===== src/rtl/core/xjp_pkg.sv =====
// xjp_pkg: shared constants, types and table functions of the XSVF player.
// Holds opcode, action, error and TAP state codes and the TMS routing table.
// No dependencies.
`timescale 1ns / 1ps
`default_nettype none

package xjp_pkg;

  localparam int BUFFER_BYTES = 512;
  localparam int MAX_BITS     = BUFFER_BYTES * 8;
  localparam int ADDR_W       = (BUFFER_BYTES > 1) ? $clog2(BUFFER_BYTES) : 1;
  localparam int BITS_W       = $clog2(MAX_BITS + 1);
  localparam int CNT_W        = ($clog2(BUFFER_BYTES + 1) > 3) ? $clog2(BUFFER_BYTES + 1) : 3;
  localparam int QDEPTH       = 2;
  localparam int QPTR_W       = $clog2(QDEPTH);

  localparam logic OP_BYTE = 1'b0;

  localparam logic [2:0] ACT_IDLE  = 3'd0;
  localparam logic [2:0] ACT_PULSE = 3'd1;
  localparam logic [2:0] ACT_WAIT  = 3'd2;
  localparam logic [2:0] ACT_DONE  = 3'd3;
  localparam logic [2:0] ACT_ERR   = 3'd4;

  localparam logic [2:0] E_NONE     = 3'd0;
  localparam logic [2:0] E_UNSUP    = 3'd1;
  localparam logic [2:0] E_MISMATCH = 3'd2;
  localparam logic [2:0] E_OPCODE   = 3'd3;
  localparam logic [2:0] E_LENGTH   = 3'd4;

  localparam logic [3:0] TAP_RESET    = 4'd0;
  localparam logic [3:0] TAP_IDLE     = 4'd1;
  localparam logic [3:0] TAP_SHIFT_DR = 4'd4;
  localparam logic [3:0] TAP_PAUSE_DR = 4'd6;
  localparam logic [3:0] TAP_SHIFT_IR = 4'd11;
  localparam logic [3:0] TAP_PAUSE_IR = 4'd13;

  localparam logic [2:0] PH_OPCODE  = 3'd0;
  localparam logic [2:0] PH_ARGS    = 3'd1;
  localparam logic [2:0] PH_TDI     = 3'd2;
  localparam logic [2:0] PH_EXP     = 3'd3;
  localparam logic [2:0] PH_MASK    = 3'd4;
  localparam logic [2:0] PH_COMMENT = 3'd5;
  localparam logic [2:0] PH_EXEC    = 3'd6;

  localparam logic [1:0] MU_NAV   = 2'd0;
  localparam logic [1:0] MU_SHIFT = 2'd1;
  localparam logic [1:0] MU_WAIT  = 2'd2;

  localparam logic [1:0] CMP_NONE = 2'd0;
  localparam logic [1:0] CMP_MASK = 2'd1;
  localparam logic [1:0] CMP_FULL = 2'd2;

  localparam logic [1:0] ST_RUN  = 2'd0;
  localparam logic [1:0] ST_DONE = 2'd1;
  localparam logic [1:0] ST_FAIL = 2'd2;

  localparam logic [7:0] XCOMPLETE    = 8'h00;
  localparam logic [7:0] XTDOMASK     = 8'h01;
  localparam logic [7:0] XSIR         = 8'h02;
  localparam logic [7:0] XSDR         = 8'h03;
  localparam logic [7:0] XRUNTEST     = 8'h04;
  localparam logic [7:0] XREPEAT      = 8'h07;
  localparam logic [7:0] XSDRSIZE     = 8'h08;
  localparam logic [7:0] XSDRTDO      = 8'h09;
  localparam logic [7:0] XSETSDRMASKS = 8'h0a;
  localparam logic [7:0] XSDRINC      = 8'h0b;
  localparam logic [7:0] XSDRB        = 8'h0c;
  localparam logic [7:0] XSDRC        = 8'h0d;
  localparam logic [7:0] XSDRE        = 8'h0e;
  localparam logic [7:0] XSDRTDOB     = 8'h0f;
  localparam logic [7:0] XSDRTDOC     = 8'h10;
  localparam logic [7:0] XSDRTDOE     = 8'h11;
  localparam logic [7:0] XSTATE       = 8'h12;
  localparam logic [7:0] XENDIR       = 8'h13;
  localparam logic [7:0] XENDDR       = 8'h14;
  localparam logic [7:0] XSIR2        = 8'h15;
  localparam logic [7:0] XCOMMENT     = 8'h16;
  localparam logic [7:0] XWAIT        = 8'h17;

  typedef struct packed {
    logic       operation;
    logic [7:0] stream_byte;
    logic       tdo_bit;
  } item_t;

  typedef struct packed {
    logic clearing;
    logic stopped;
  } stat_t;

  // next TAP state, {tms=1, tms=0}
  function automatic logic [3:0] tap_next(input logic [3:0] s, input logic tms);
    logic [7:0] nx;
    case (s)
      4'd0:    nx = {4'd0, 4'd1};
      4'd1:    nx = {4'd2, 4'd1};
      4'd2:    nx = {4'd9, 4'd3};
      4'd3:    nx = {4'd5, 4'd4};
      4'd4:    nx = {4'd5, 4'd4};
      4'd5:    nx = {4'd8, 4'd6};
      4'd6:    nx = {4'd7, 4'd6};
      4'd7:    nx = {4'd8, 4'd4};
      4'd8:    nx = {4'd2, 4'd1};
      4'd9:    nx = {4'd0, 4'd10};
      4'd10:   nx = {4'd12, 4'd11};
      4'd11:   nx = {4'd12, 4'd11};
      4'd12:   nx = {4'd15, 4'd13};
      4'd13:   nx = {4'd14, 4'd13};
      4'd14:   nx = {4'd15, 4'd11};
      default: nx = {4'd2, 4'd1};
    endcase
    return tms ? nx[7:4] : nx[3:0];
  endfunction

  // TMS for the first step of a shortest path, indexed {from, to}
  function automatic logic [255:0] build_tms_tab();
    logic [255:0] t;
    logic [5:0]   d [16];
    logic [5:0]   a, b, m;
    t = '0;
    for (int to = 0; to < 16; to++) begin
      for (int i = 0; i < 16; i++) d[i] = 6'd32;
      d[to] = 6'd0;
      for (int r = 0; r < 16; r++) begin
        for (int i = 0; i < 16; i++) begin
          a = d[tap_next(4'(i), 1'b0)];
          b = d[tap_next(4'(i), 1'b1)];
          m = ((a < b) ? a : b) + 6'd1;
          if (m < d[i]) d[i] = m;
        end
      end
      for (int f = 0; f < 16; f++) begin
        t[{4'(f), 4'(to)}] = (d[tap_next(4'(f), 1'b1)] < d[tap_next(4'(f), 1'b0)]);
      end
    end
    return t;
  endfunction

  localparam logic [255:0] TMS_TAB = build_tms_tab();

  function automatic logic [CNT_W-1:0] bytes_of(input logic [BITS_W-1:0] bits);
    return CNT_W'(bits >> 3) + CNT_W'(|bits[2:0]);
  endfunction

endpackage

`default_nettype wire


===== src/rtl/core/xjp_if.sv =====
// xjp_if: request and result channels of the XSVF player, valid/ready with payload.
// Standalone; widths follow the player's item and result fields.
`timescale 1ns / 1ps
`default_nettype none

interface xjp_in_if;
  logic       valid;
  logic       ready;
  logic       operation;
  logic [7:0] stream_byte;
  logic       tdo_bit;
  modport source (output valid, operation, stream_byte, tdo_bit, input ready);
  modport sink   (input valid, operation, stream_byte, tdo_bit, output ready);
endinterface


`default_nettype wire


===== src/rtl/core/xjp_front.sv =====
// xjp_front: input side of the player; takes requests into a short queue.
// Depends on xjp_pkg and xjp_in_if.
`timescale 1ns / 1ps
`default_nettype none

module xjp_front import xjp_pkg::*; (
  input  wire logic  clk,
  input  wire logic  rst_n,
  input  wire logic  hold,
  xjp_in_if.sink     in_chan,
  output logic       head_valid,
  output item_t      head,
  input  wire logic  pop
);

  item_t             q_r [QDEPTH];
  logic [QPTR_W-1:0] wp_r, rp_r;
  logic [QPTR_W:0]   cnt_r;
  logic              push;

  assign in_chan.ready = (cnt_r != (QPTR_W+1)'(QDEPTH)) && !hold;
  assign push          = in_chan.valid && in_chan.ready;
  assign head_valid    = (cnt_r != '0);
  assign head          = q_r[rp_r];

  always_ff @(posedge clk) begin
    if (push) begin
      q_r[wp_r] <= '{operation: in_chan.operation, stream_byte: in_chan.stream_byte,
                     tdo_bit: in_chan.tdo_bit};
    end
  end

  always_ff @(posedge clk) begin
    if (!rst_n) begin
      wp_r  <= '0;
      rp_r  <= '0;
      cnt_r <= '0;
    end else begin
      if (push) wp_r <= wp_r + 1'b1;
      if (pop)  rp_r <= rp_r + 1'b1;
      cnt_r <= cnt_r + (QPTR_W+1)'(push) - (QPTR_W+1)'(pop);
    end
  end

endmodule

`default_nettype wire


===== src/flat_wrapper.sv =====
// flat-port wrapper written by rule: the top's interface ports become plain ports
module xjp_front_flat import xjp_pkg::*;
  (clk, rst_n, hold, head_valid, head, pop, in_chan_valid, in_chan_operation, in_chan_stream_byte, in_chan_tdo_bit, in_chan_ready);
  xjp_in_if in_chan_i ();
  input  wire logic clk;
  input  wire logic rst_n;
  input  wire logic hold;
  output logic head_valid;
  output item_t head;
  input  wire logic pop;
  input wire logic [$bits(in_chan_i.valid)-1:0] in_chan_valid;
  input wire logic [$bits(in_chan_i.operation)-1:0] in_chan_operation;
  input wire logic [$bits(in_chan_i.stream_byte)-1:0] in_chan_stream_byte;
  input wire logic [$bits(in_chan_i.tdo_bit)-1:0] in_chan_tdo_bit;
  output wire logic [$bits(in_chan_i.ready)-1:0] in_chan_ready;
  assign in_chan_i.valid = in_chan_valid;
  assign in_chan_i.operation = in_chan_operation;
  assign in_chan_i.stream_byte = in_chan_stream_byte;
  assign in_chan_i.tdo_bit = in_chan_tdo_bit;
  assign in_chan_ready = in_chan_i.ready;
  xjp_front u_core (.clk(clk), .rst_n(rst_n), .hold(hold), .in_chan(in_chan_i), .head_valid(head_valid), .head(head), .pop(pop));
endmodule

===== config.mk =====
export PLATFORM = sky130hd
export DESIGN_NAME = xjp_front_flat
export DESIGN_NICKNAME = d
export VERILOG_FILES = /design/src/rtl/core/xjp_pkg.sv /design/src/rtl/core/xjp_if.sv /design/src/rtl/core/xjp_front.sv /design/src/flat_wrapper.sv
export SDC_FILE = /design/constraint.sdc
export NUM_CORES = 1
export LEC_CHECK = 0
export BUFFER_PORTS_ARGS = -buffer_cell sky130_fd_sc_hd__buf_2
export CAP_MARGIN = 20
export CORE_MARGIN = 3
export CORE_UTILIZATION = 35
export CTS_CLUSTER_DIAMETER = 150
export CTS_CLUSTER_SIZE = 14
export DETAILED_ROUTE_END_ITERATION = 16
export GPL_TIMING_DRIVEN = 0
export SLEW_MARGIN = 10
export SYNTH_ARGS = -nofsm -noshare
export SYNTH_HDL_FRONTEND = slang
export SYNTH_SLANG_ARGS = --single-unit

===== constraint.sdc =====
create_clock -name clk -period 1.6 [get_ports clk]
set_clock_uncertainty 0.2 [all_clocks]
set_input_delay 0.16 -clock clk [delete_from_list [all_inputs] [get_ports clk]]
set_output_delay 0.16 -clock clk [all_outputs]
set_load 0.1 [all_outputs]

# --- Word level (Yosys, flattened, before mapping) ---
# Memories as Yosys holds them, arrays and structs flattened. A register that Yosys moved wholly into a read port is not among the register bits.
# Index checks and enable logic that the tools add are counted.
totals:
  wordCells: 17
  memories: 1
  mem_bits_rw: 20
  input_bits: 15
  register_bits: 4
  out_inout_bits: 12
classes:
  addsub: 4
  n_mux: 4
  n_eq_ne: 1
  n_reduce_logical: 4
memory_table:
  columns: ["memory", "depth", "width", "rd", "rd_clocked_by_memory_dff", "write_ports", "line", "source"]
  rows:
  - ["u_core.q_r", 2, 10, 1, 1, 1, "xjp_front.sv:16", "item_t q_r [QDEPTH];"]
op_table:
  columns: ["op", "n"]
  rows:
  - ["$mux W1", 4]
  - ["$add A1 B1 Y1 const B", 2]
  - ["$add A2 B1 Y2", 1]
  - ["$logic_and A1 B1 Y1", 2]
  - ["$ne A2 B2 Y1 const B", 1]
  - ["$reduce_bool A2 Y1", 1]
  - ["$sub A2 B1 Y2", 1]
  - ["$logic_not A1 Y1", 1]

# --- Logic depth before layout (Yosys ltp) ---
# Gate-level depths: netlist (run 1).
logic_depth:
  word_depth: 5
  ltp_mapped: 7

# --- Worst setup path after synthesis (run 1) ---
# OpenSTA, ideal clock, no wires.
synth_path:
  path_kind: "register -> output"
  start: "reg u_core.cnt_r[1]"
  end: "out in_chan_ready"
  slack_ps: -455
  stages_incl_launch_ff: 3
  t_arrival_ps: 1695
  path_buffers: 0
  path_cell_list: "dfxtp_1 > nor2b_4 > nor2_1"
synth_via:
  elab_chain_cells: 2
synth_rtl:
  columns: ["element", "line", "source"]
  rows:
  - ["from (decl)", "xjp_front.sv:18", "logic [QPTR_W:0] cnt_r;"]
  - ["from (signal assigned)", "xjp_front.sv:41", "cnt_r <= cnt_r + (QPTR_W+1)'(push) - (QPTR_W+1)'(pop);"]
  - ["$ne A2 B2 Y1", "xjp_front.sv:21", "assign in_chan.ready = (cnt_r != (QPTR_W+1)'(QDEPTH)) && !hold;"]
  - ["$logic_and A1 B1 Y1", "xjp_front.sv:21", null]
  - ["to (decl)", "flat_wrapper.sv:15", "output wire logic [$bits(in_chan_i.ready)-1:0] in_chan_ready;"]
# Every way passes these cells.

==> results of run 1 <==
==> worst max-delay path, stage by stage (launching register included) <==
cell,delay (ns)
dfxtp_2,0.37
buf_6,0.14
mux2_4,0.32
buf_12,0.17
==> area by class of cell <==
type                       instances  area share [%]
clock buffer                       4           1.679
timing repair buffer              41           27.66
multi-input combinational         28           21.90
sequential                        25           45.16
tap                               30           2.398
inverter                           2          0.4796
buffer                             1          0.7194
==> layer usage <==
metal	up-vias	global-route usage, %	wire length, um
met4	0	2.913	9
met5	-	0	0
met2	17	20.03	842
met3	2	3.070	104
li1	292	-	-
met1	281	13.50	729
==> power groups by stage <==
stage	Sequential (mW)	Combinational, mW	Clock (mW)
2_1_floorplan	0.787	0.456	0
6_report	0.791	0.738	0.262
4_1_cts	0.790	0.717	0.273
3_3_place_gp	0.790	0.525	0
5_1_grt	0.797	0.772	0.305
3_5_place_dp	0.792	0.530	0
==> how the worst max path moves through the flow <==
stage                    start               to  slack (ns)  cells after the start
2_1_floorplan  u_core.cnt_r[1]    in_chan_ready        0.02                      2
3_3_place_gp   u_core.cnt_r[0]  u_core.cnt_r[1]      -0.002                      7
3_5_place_dp   u_core.cnt_r[0]  u_core.cnt_r[1]       -0.04                      7
4_1_cts               register          head[0]       -0.06                      3
5_1_grt               register          head[1]       -0.11                      3
6_report              register          head[1]       -0.05                      3
==> registers in the layout (all words and copies together) (netlist names), named ones only <==
register,flops
u_core.cnt_r,2
u_core.q_r,20
u_core.rp_r,1
u_core.wp_r,1
==> cells in the mapped netlist <==
cell type / number
edfxtp_1: 20
mux2_2: 10
dfxtp_1: 5
and2_1: 4
ha_1: 2
inv_1: 2
xnor2_1: 2
and2_2: 1
and2b_2: 1
buf_2: 1
mux2i_1: 1
nand2_1: 1
nand2b_1: 1
nor2_1: 1
nor2b_4: 1
nor3b_4: 1
or2_2: 1
xor2_1: 1
==> stage by stage <==
step                cells  instance area, sq um  setup TNS, ns
detailed placement    112                  1151       -0.04477
global placement      112                  1151      -0.002463
global route          131                  1565         -2.753
CTS                   129                  1536        -0.6062
floorplan              56                 983.4              0
finish                131                  1565        -0.7173
==> cell families (layout without fill, tap and decap cells) <==
group	count (synthesis)	after routing	synth area share (%)
XOR/XNOR	3	3	2.679
multiplexers	11	11	12.50
AND/OR/NAND/NOR	12	12	9.566
buffers and inverters	3	48	1.275
flip-flops	25	25	71.43
adder cells (fa/ha/maj)	2	2	2.551
==> what timing repair did <==
action | in CTS | in global routing
endpoints found under the setup margin | 33 | 12
setup buffers | 1 | 2
pin swaps | 6 | 3
gates cloned | 1 | 0
endpoints found under the hold margin | 25 | 0
resized for setup | 66 | 3
hold buffers | 11 | 0
==> placed cells by master, fill, tap and decap left out, types with 2 or more instances in the layout <==
master,netlist,final
and2_1,4,4
buf_12,0,10
buf_2,1,14
buf_4,0,4
buf_6,0,3
clkbuf_4,0,3
dfxtp_1,5,2
dfxtp_2,0,2
dlygate4sd3_1,0,11
edfxtp_1,20,20
ha_4,0,2
inv_2,0,2
mux2_4,0,10
==> out/summary.txt, run 1 <==
synthesized area per cell: 17.52 sq um
Ys Warns: 0
largest net degree at the start of global routing: 14
# setup viols final: 25
Routed Antenna Nets: 0
status: complete, but fails checks
Area contributors post-synth: edfxtp_1 61%, mux2_2 11%, dfxtp_1 10%, and2_1 2.6%, ha_1 2.6%
DRC violations left: 0
count of nets after finishing: 119
dpl hpwl: 1.063 mm
Area growth, synth to finish: 59.57%
Filler Cell Count: 215
switch share: 35.43%
Slew @ Worst Pin: 0.2775 ns
clock sink total: 25
CORE AREA: 2567 sq um
vias in the first global route: 653
sequential area share after synthesis: 71.43%
vias per cell: 4.519
startpoint types: register
CTS Buffer Depth: 2
Reg power frac: 44.2%
via count: 592
Root Driver: clkbuf_4
Slew HR: 81.65%
I/O Buffers: 26
Internal: 1.156 mW
Netlist Area Pre-Place: 980.9 sq um
hold_ws: 0.03014 ns
CTS Buf Count: 3
Multi-input gate area: 342.8 sq um
dpl ws: -0.04477 ns
violated checks: setup timing
Die W: 58.94 um
total of max-cap violations: 0
Worst Hold Class: input port to register
row cnt: 18
worst-case reg-to-reg path depth: 4
CTS HTree Levels: 1
Psw: 0.6343 mW
Req. time, crit path: 1.24 ns
Crit Path Category: register to output port
GRT Resource Usage Total: 11.32%
fin worst setup slack: -0.05109 ns
Syn Nets: 73
Chip Height: 58.94 um
final hold violations: 0
Total Wirelength: 1.685 mm
Comb pwr share: 41.2%
initial antenna violation count: 0
area leader, netlist: edfxtp_1
global-route wire length before repair: 2.918 mm
Power Dens Cells: 1144 nW/um^2
initial core utilization: 38.21%
RSZ-0062 raised after global routing: yes
GPL Wtd Cong: 0.6497
drt pass-1 iters: 2
Final Util: 60.96%
DRT iter0 DRCs: 16
Hold Path Origin: pop
Antenna Cells: 0
Hold Crit Depth: 3
VDD IR-drop max: 837.5 uV
total power: 1.791 mW
Leak: 0.6271 nW
clk_lat worst skew: 0.30 ns
Mapped Cells: 56
area share of the largest cell type after synthesis: 61.22%
worst endpoint data arrival time: 1.29 ns
clk slew on worst S/H paths: 0.12 ns
synthesized flop and latch total: 25
Die ar.: 3474 sq um
Max Fclk: 605.7 MHz
CTS tree: yes
pins over their slew limit: 0
wire per inst: 12.86 um
period utilization: 103.2%
total grt overflow: 0
fraction of layout cells with a size suffix above 1: 57.43%
CP Capture Type: output port
Tmin final: 1.651 ns
end of the worst register-to-register path: u_core.q_r[0][4]
clock share of power: 14.6%
post-synthesis cell type count: 18
Critical R2R Launch: u_core.cnt_r[1]
R2R Setup Slk: -0.03 ns
number of placed I/O pins: 27
Register Area: 706.9 sq um
critical path fanouts, max: 5
(Power assumes the default switching activity.)
==> run 2, diff against run 1 <==
CORE_UTILIZATION = 26   (was 35)
==> out/summary.txt, run 2 (synthesis gave the netlist of run 1 again) <==
dpl hpwl: 1.099 mm (+3.4%)
cell-by-cell trace of the critical path: buf_6, mux2_4, buf_12
DRT iter0 DRCs: 10 (-6)
Crit path max-delay family: flip-flops
hold_ws: 0.05141 ns (+0.02127 ns)
clock sink total: 25 (unchanged)
Buf/Inv on CP: 2 (unchanged)
drt pass-1 iters: 4 (+2)
Slew @ Worst Pin: 0.4855 ns (+0.2081 ns)
Cells after DPL: 128 (+14%)
total grt overflow: 0 (unchanged)
via count: 587 (-0.84%)
Antenna Cells: 0 (unchanged)
Comb pwr share: 37.7% (-3.5 points)
initial antenna violation count: 0 (unchanged)
CTS Buffer Depth: 2 (unchanged)
top flop regs: u_core.q_r x20, u_core.cnt_r x2
VDD IR-drop max: 650.7 uV (-22%)
Critical R2R Launch: u_core.cnt_r[1]
vias per cell: 4.048 (-10%)
Req. time, crit path: 1.24 ns (about the same)
count of nets after finishing: 117 (-1.7%)
commonest non-fill, non-tap cell in the layout: edfxtp_1
initial core utilization: 28.07% (-10 points)
CTS tree: yes
Chip Height: 67.43 um (+14%)
largest net degree at the start of global routing: 14 (unchanged)
global-route wire length before repair: 2.822 mm (-3.3%)
CP Capture Type: output port
CTS HTree Levels: 1 (unchanged)
fin worst setup slack: -0.01572 ns (+0.03537 ns)
fin cells: 145 (+11%)
wire per inst: 12.28 um (-4.6%)
RSZ-0062 raised after global routing: yes
GPL Wtd Cong: 0.6230 (-4.1%)
Psw: 0.6396 mW (+0.83%)
# setup viols final: 10 (-60%)
pins over their slew limit: 0 (unchanged)
setup total negative slack: -0.06446 ns (+0.6528 ns)
status: complete, but fails checks
Crit Path Category: register to output port
clock share of power: 19.6% (+5.0 points)
Root Driver: clkbuf_8
CORE AREA: 3495 sq um (+36%)
total of max-cap violations: 0 (unchanged)
switch share: 34.70% (-0.73 points)
worst endpoint data arrival time: 1.26 ns (-0.03 ns)
dpl ws: -0.04206 ns (+0.002708 ns)
Internal: 1.204 mW (+4.1%)
Hold Path Origin: pop
Total Wirelength: 1.780 mm (+5.6%)
Tmin final: 1.616 ns (-0.03537 ns)
Power Dens Cells: 1186 nW/um^2 (+3.7%)
Reg power frac: 42.6% (-1.6 points)
commonest cells after routing, fill and taps aside: 20 x edfxtp_1, 15 x buf_2, 11 x dlygate4sd3_1
Max Fclk: 618.9 MHz (+2.2%)
fraction of layout cells with a size suffix above 1: 52.53% (-4.9 points)
DRC violations left: 0 (unchanged)
Die W: 67.43 um (+14%)
clk slew on worst S/H paths: 0.08 ns (-0.04 ns)
period utilization: 101.0% (-2.2 points)
critical path's slowest cell: dfxtp_2
Worst Hold Class: input port to register
Area growth, synth to finish: 58.42%
Die ar.: 4546 sq um (+31%)
critical path fanouts, max: 5 (unchanged)
Leak: 0.6214 nW (-0.90%)
placed cell area: 1171 sq um (+1.7%)
row cnt: 21 (+3)
max reg flops: 20 (unchanged)
CTS Buf Count: 3 (unchanged)
Max stage delay on crit path: 0.36 ns (about the same)
vias in the first global route: 607 (-7.0%)
Final Instance Area: 1554 sq um (-0.72%)
clk_lat worst skew: 0.26 ns (-0.04 ns)
Slew HR: 67.85% (-14 points)
violated checks: setup timing
I/O Buffers: 26 (unchanged)
Routed Antenna Nets: 0 (unchanged)
startpoint types: register
Biggest register: u_core.q_r
GRT Resource Usage Total: 8.491% (-2.8 points)
final hold violations: 0 (unchanged)
number of placed I/O pins: 27 (unchanged)
run 2: cell types whose count changed in the layout (fill, tap and decap cells not counted), sizes merged:
cell    change
clkbuf      +1
buf         -3
run 2: worst min-delay path, cell delays in order:
cell,delay [ns]
buf_2,0.10
xor2_1,0.06
and2_1,0.14
run 2: stage by stage:
| step | utilization (%) | total power [mW] |
|---|---|---|
| after floorplan | - | 1.243 |
| after CTS | 42.53 | 1.813 |
| after global placement | 33.51 | 1.315 |
| after detailed placement | 33.51 | 1.328 |
| final | 44.47 | 1.843 |
| after global routing | 44.47 | 1.929 |
run 2: area by class of cell:
cell class / count / area, sq um
plain buffers: 1 / 11.26
fillers: 316 / 1941
clock buffers: 4 / 45.04
flip-flops and latches: 25 / 706.9
inverters: 2 / 7.507
well taps: 46 / 57.56
multi-input cells: 28 / 310.3
repair buffers: 39 / 415.4
run 2: per-layer routing:
metal / vias up / GRT usage (%) / wire [um]
li1: 286 / - / -
met1: 282 / 10.32 / 762
met2: 19 / 14.60 / 926
met3: 0 / 1.997 / 91
met4: 0 / 3.038 / 0
met5: - / 0 / 0
run 2: final timing paths:
check	to	slack, ns	depth (start not counted)
worst min-delay path	u_core.rp_r	0.05	3
worst min register to register	u_core.wp_r	0.29	2
worst max-delay path	head[6]	-0.02	3
worst max register to register	u_core.q_r[0][7]	0.01	4
run 2: power groups by stage:
stage,Sequential [mW],Combinational (mW),Clock (mW)
global route,0.792,0.727,0.410
global placement,0.789,0.526,0
finish,0.786,0.696,0.362
detailed placement,0.792,0.535,0
CTS,0.783,0.659,0.371
floorplan,0.787,0.456,0
run 2: timing repair:
action	4_1_cts	5_1_grt
endpoints found under the setup margin	31	12
pin swaps	3	3
gates resized for setup	47	16
hold endpoints to repair	25	0
setup buffers	0	1
gates cloned	1	0
hold buffers	11	0
==> run 3, diff against run 2 <==
==> constraint.sdc (replaced) <==
create_clock -name clk -period 1.6 [get_ports clk]
set_clock_uncertainty 0.2 [all_clocks]
set_input_delay 0.32 -clock clk [delete_from_list [all_inputs] [get_ports clk]]
set_output_delay 0.32 -clock clk [all_outputs]
set_load 0.1 [all_outputs]
==> out/summary.txt, run 3 (synthesis gave the netlist of run 1 again) <==
Die W: 67.43 um (unchanged)
clk_lat worst skew: 0.26 ns (about the same)
Tmin final: 1.761 ns (+0.1454 ns)
Chip Height: 67.43 um (unchanged)
R2R Setup Slk: -0.02 ns (-0.03 ns)
cell-by-cell trace of the critical path: buf_6, mux2_4, buf_12
Critical R2R Launch: u_core.cnt_r[1]
Power Dens Cells: 1274 nW/um^2 (+7.4%)
Root Driver: clkbuf_8
Final Instance Area: 1485 sq um (-4.4%)
CTS Buffer Depth: 2 (unchanged)
number of placed I/O pins: 27 (unchanged)
Slew HR: 83.60% (+16 points)
largest net degree at the start of global routing: 16 (+2)
CTS HTree Levels: 1 (unchanged)
Worst path depth: 3 (unchanged)
total power: 1.892 mW (+2.6%)
commonest non-fill, non-tap cell in the layout: edfxtp_1
# setup viols final: 11 (+1)
startpoint types: register
CTS tree: yes
fraction of layout cells with a size suffix above 1: 62.92% (+10 points)
via count: 551 (-6.1%)
Biggest register: u_core.q_r
violated checks: setup timing
GRT met2 Usage: 14.48% (-0.12 points)
worst-case reg-to-reg path depth: 6 (+2)
vias per cell: 4.081 (+0.82%)
Routed Antenna Nets: 0 (unchanged)
pins over their slew limit: 0 (unchanged)
initial antenna violation count: 0 (unchanged)
commonest cells after routing, fill and taps aside: 20 x edfxtp_1, 14 x buf_2, 11 x buf_12
drt pass-1 iters: 2 (-2)
RSZ-0062 raised after global routing: yes
Crit Path Category: register to output port
CTS Buf Count: 3 (unchanged)
period utilization: 110.1% (+9.1 points)
Buf/Inv on CP: 2 (unchanged)
Crit path max-delay family: flip-flops
initial core utilization: 28.07% (unchanged)
Area growth, synth to finish: 51.40%
GR peak layer: met2
Die ar.: 4546 sq um (unchanged)
final hold violations: 0 (unchanged)
GPL Wtd Cong: 0.6214 (-0.26%)
status: complete, but fails checks
GRT Resource Usage Total: 8.374% (-0.12 points)
DRT iter0 DRCs: 16 (+6)
Cells after DPL: 128 (unchanged)
fin worst setup slack: -0.1612 ns (-0.1454 ns)
fin cells: 135 (-6.9%)
Leak: 0.5873 nW (-5.5%)
I/O Buffers: 26 (unchanged)
count of nets after finishing: 107 (-8.5%)
critical path fanouts, max: 5 (unchanged)
DRC violations left: 0 (unchanged)
Max stage delay on crit path: 0.35 ns (about the same)
Total Wirelength: 1.699 mm (-4.6%)
M1 GR Usage: 9.674% (-0.65 points)
max reg flops: 20 (unchanged)
met3 usage: 4.160% (+2.2 points)
Max Fclk: 567.8 MHz (-8.3%)
worst endpoint data arrival time: 1.24 ns (-0.02 ns)
wire per inst: 12.59 um (+2.5%)
placed cell area: 1176 sq um (+0.43%)
CTS Hold Bufs: 0 (-11)
total grt overflow: 0 (unchanged)
crit path to: head[6]
Req. time, crit path: 1.08 ns (-0.16 ns)
global-route wire length before repair: 2.663 mm (-5.6%)
end of the worst register-to-register path: u_core.cnt_r[1]
Slew @ Worst Pin: 0.2458 ns (-0.2398 ns)
row cnt: 21 (unchanged)
CORE AREA: 3495 sq um (unchanged)
critical path's slowest cell: dfxtp_2
top flop regs: u_core.q_r x20, u_core.cnt_r x2
dpl ws: -0.1183 ns (-0.07621 ns)
dpl hpwl: 1.158 mm (+5.3%)
Worst Hold Class: input port to register
vias in the first global route: 568 (-6.4%)
clk slew on worst S/H paths: 0.08 ns (about the same)
clock sink total: 25 (unchanged)
total of max-cap violations: 0 (unchanged)
Filler Cell Count: 324 (+2.5%)
VDD IR-drop max: 598.3 uV (-8.1%)
CP Capture Type: output port
Antenna Cells: 0 (unchanged)
## run 3: layout make-up
cell class | instances | area, sq um | share of cell area, %
Tap cell | 46 | 57.56 | 3.875
Multi-Input combinational cell | 28 | 327.8 | 22.07
Clock buffer | 3 | 41.29 | 2.780
Sequential cell | 25 | 704.4 | 47.43
Clock inverter | 1 | 7.507 | 0.5055
Timing Repair Buffer | 29 | 327.8 | 22.07
Buffer | 1 | 11.26 | 0.7582
Inverter | 2 | 7.507 | 0.5055
## run 3: worst min-delay path by stage
| stage | startpoint | cells after the start | slack, ns | endpoint |
|---|---|---|---|---|
| after floorplan | in_chan_tdo_bit | 0 | 0.22 | u_core.q_r[0][0] |
| after global placement | u_core.wp_r | 2 | 0.26 | u_core.wp_r |
| after detailed placement | u_core.wp_r | 2 | 0.29 | u_core.wp_r |
| after CTS | in_chan_stream_byte[6] | 1 | 0.04 | u_core.q_r[0][7] |
| after global routing | in_chan_stream_byte[6] | 1 | 0.03 | u_core.q_r[0][7] |
| final | in_chan_stream_byte[6] | 1 | 0.04 | u_core.q_r[0][7] |
## run 3: what timing repair did
action,4_1_cts,5_1_grt
gates cloned,1,0
pin swaps,4,2
resized for setup,67,2
setup endpoints to repair,33,31
setup buffers,2,0
## run 3: worst reg2reg max path: stages (launching register included)
cell	delay, ns
dfxtp_2	0.33
nor2b_4	0.14
nor3b_4	0.25
ha_2	0.25
xnor2_2	0.13
xnor2_1	0.13
and2_1	0.13
## run 3: per-layer routing
layer	routed length, um	vias to the layer above
met5	0	-
met4	0	0
met3	130	0
met2	898	20
met1	670	261
li1	-	270
## run 3: through the flow
stage               setup TNS (ns)  hold slack (ns)  util, %
detailed placement          -1.808           0.2933    33.66
CTS                         -1.776          0.03564    42.43
global route                -2.198          0.02567    42.50
floorplan                        0           0.2189        -
global placement            -1.187           0.2555    33.66
finish                      -1.586          0.04363    42.50
## run 3: report_power, final
part	switching [mW]	total, mW	internal (mW)	leakage, nW
sequential	0.0260	0.785	0.759	0.225
combinational	0.443	0.749	0.305	0.340
clock	0.183	0.359	0.176	0.0217
total	0.652	1.89	1.24	0.587
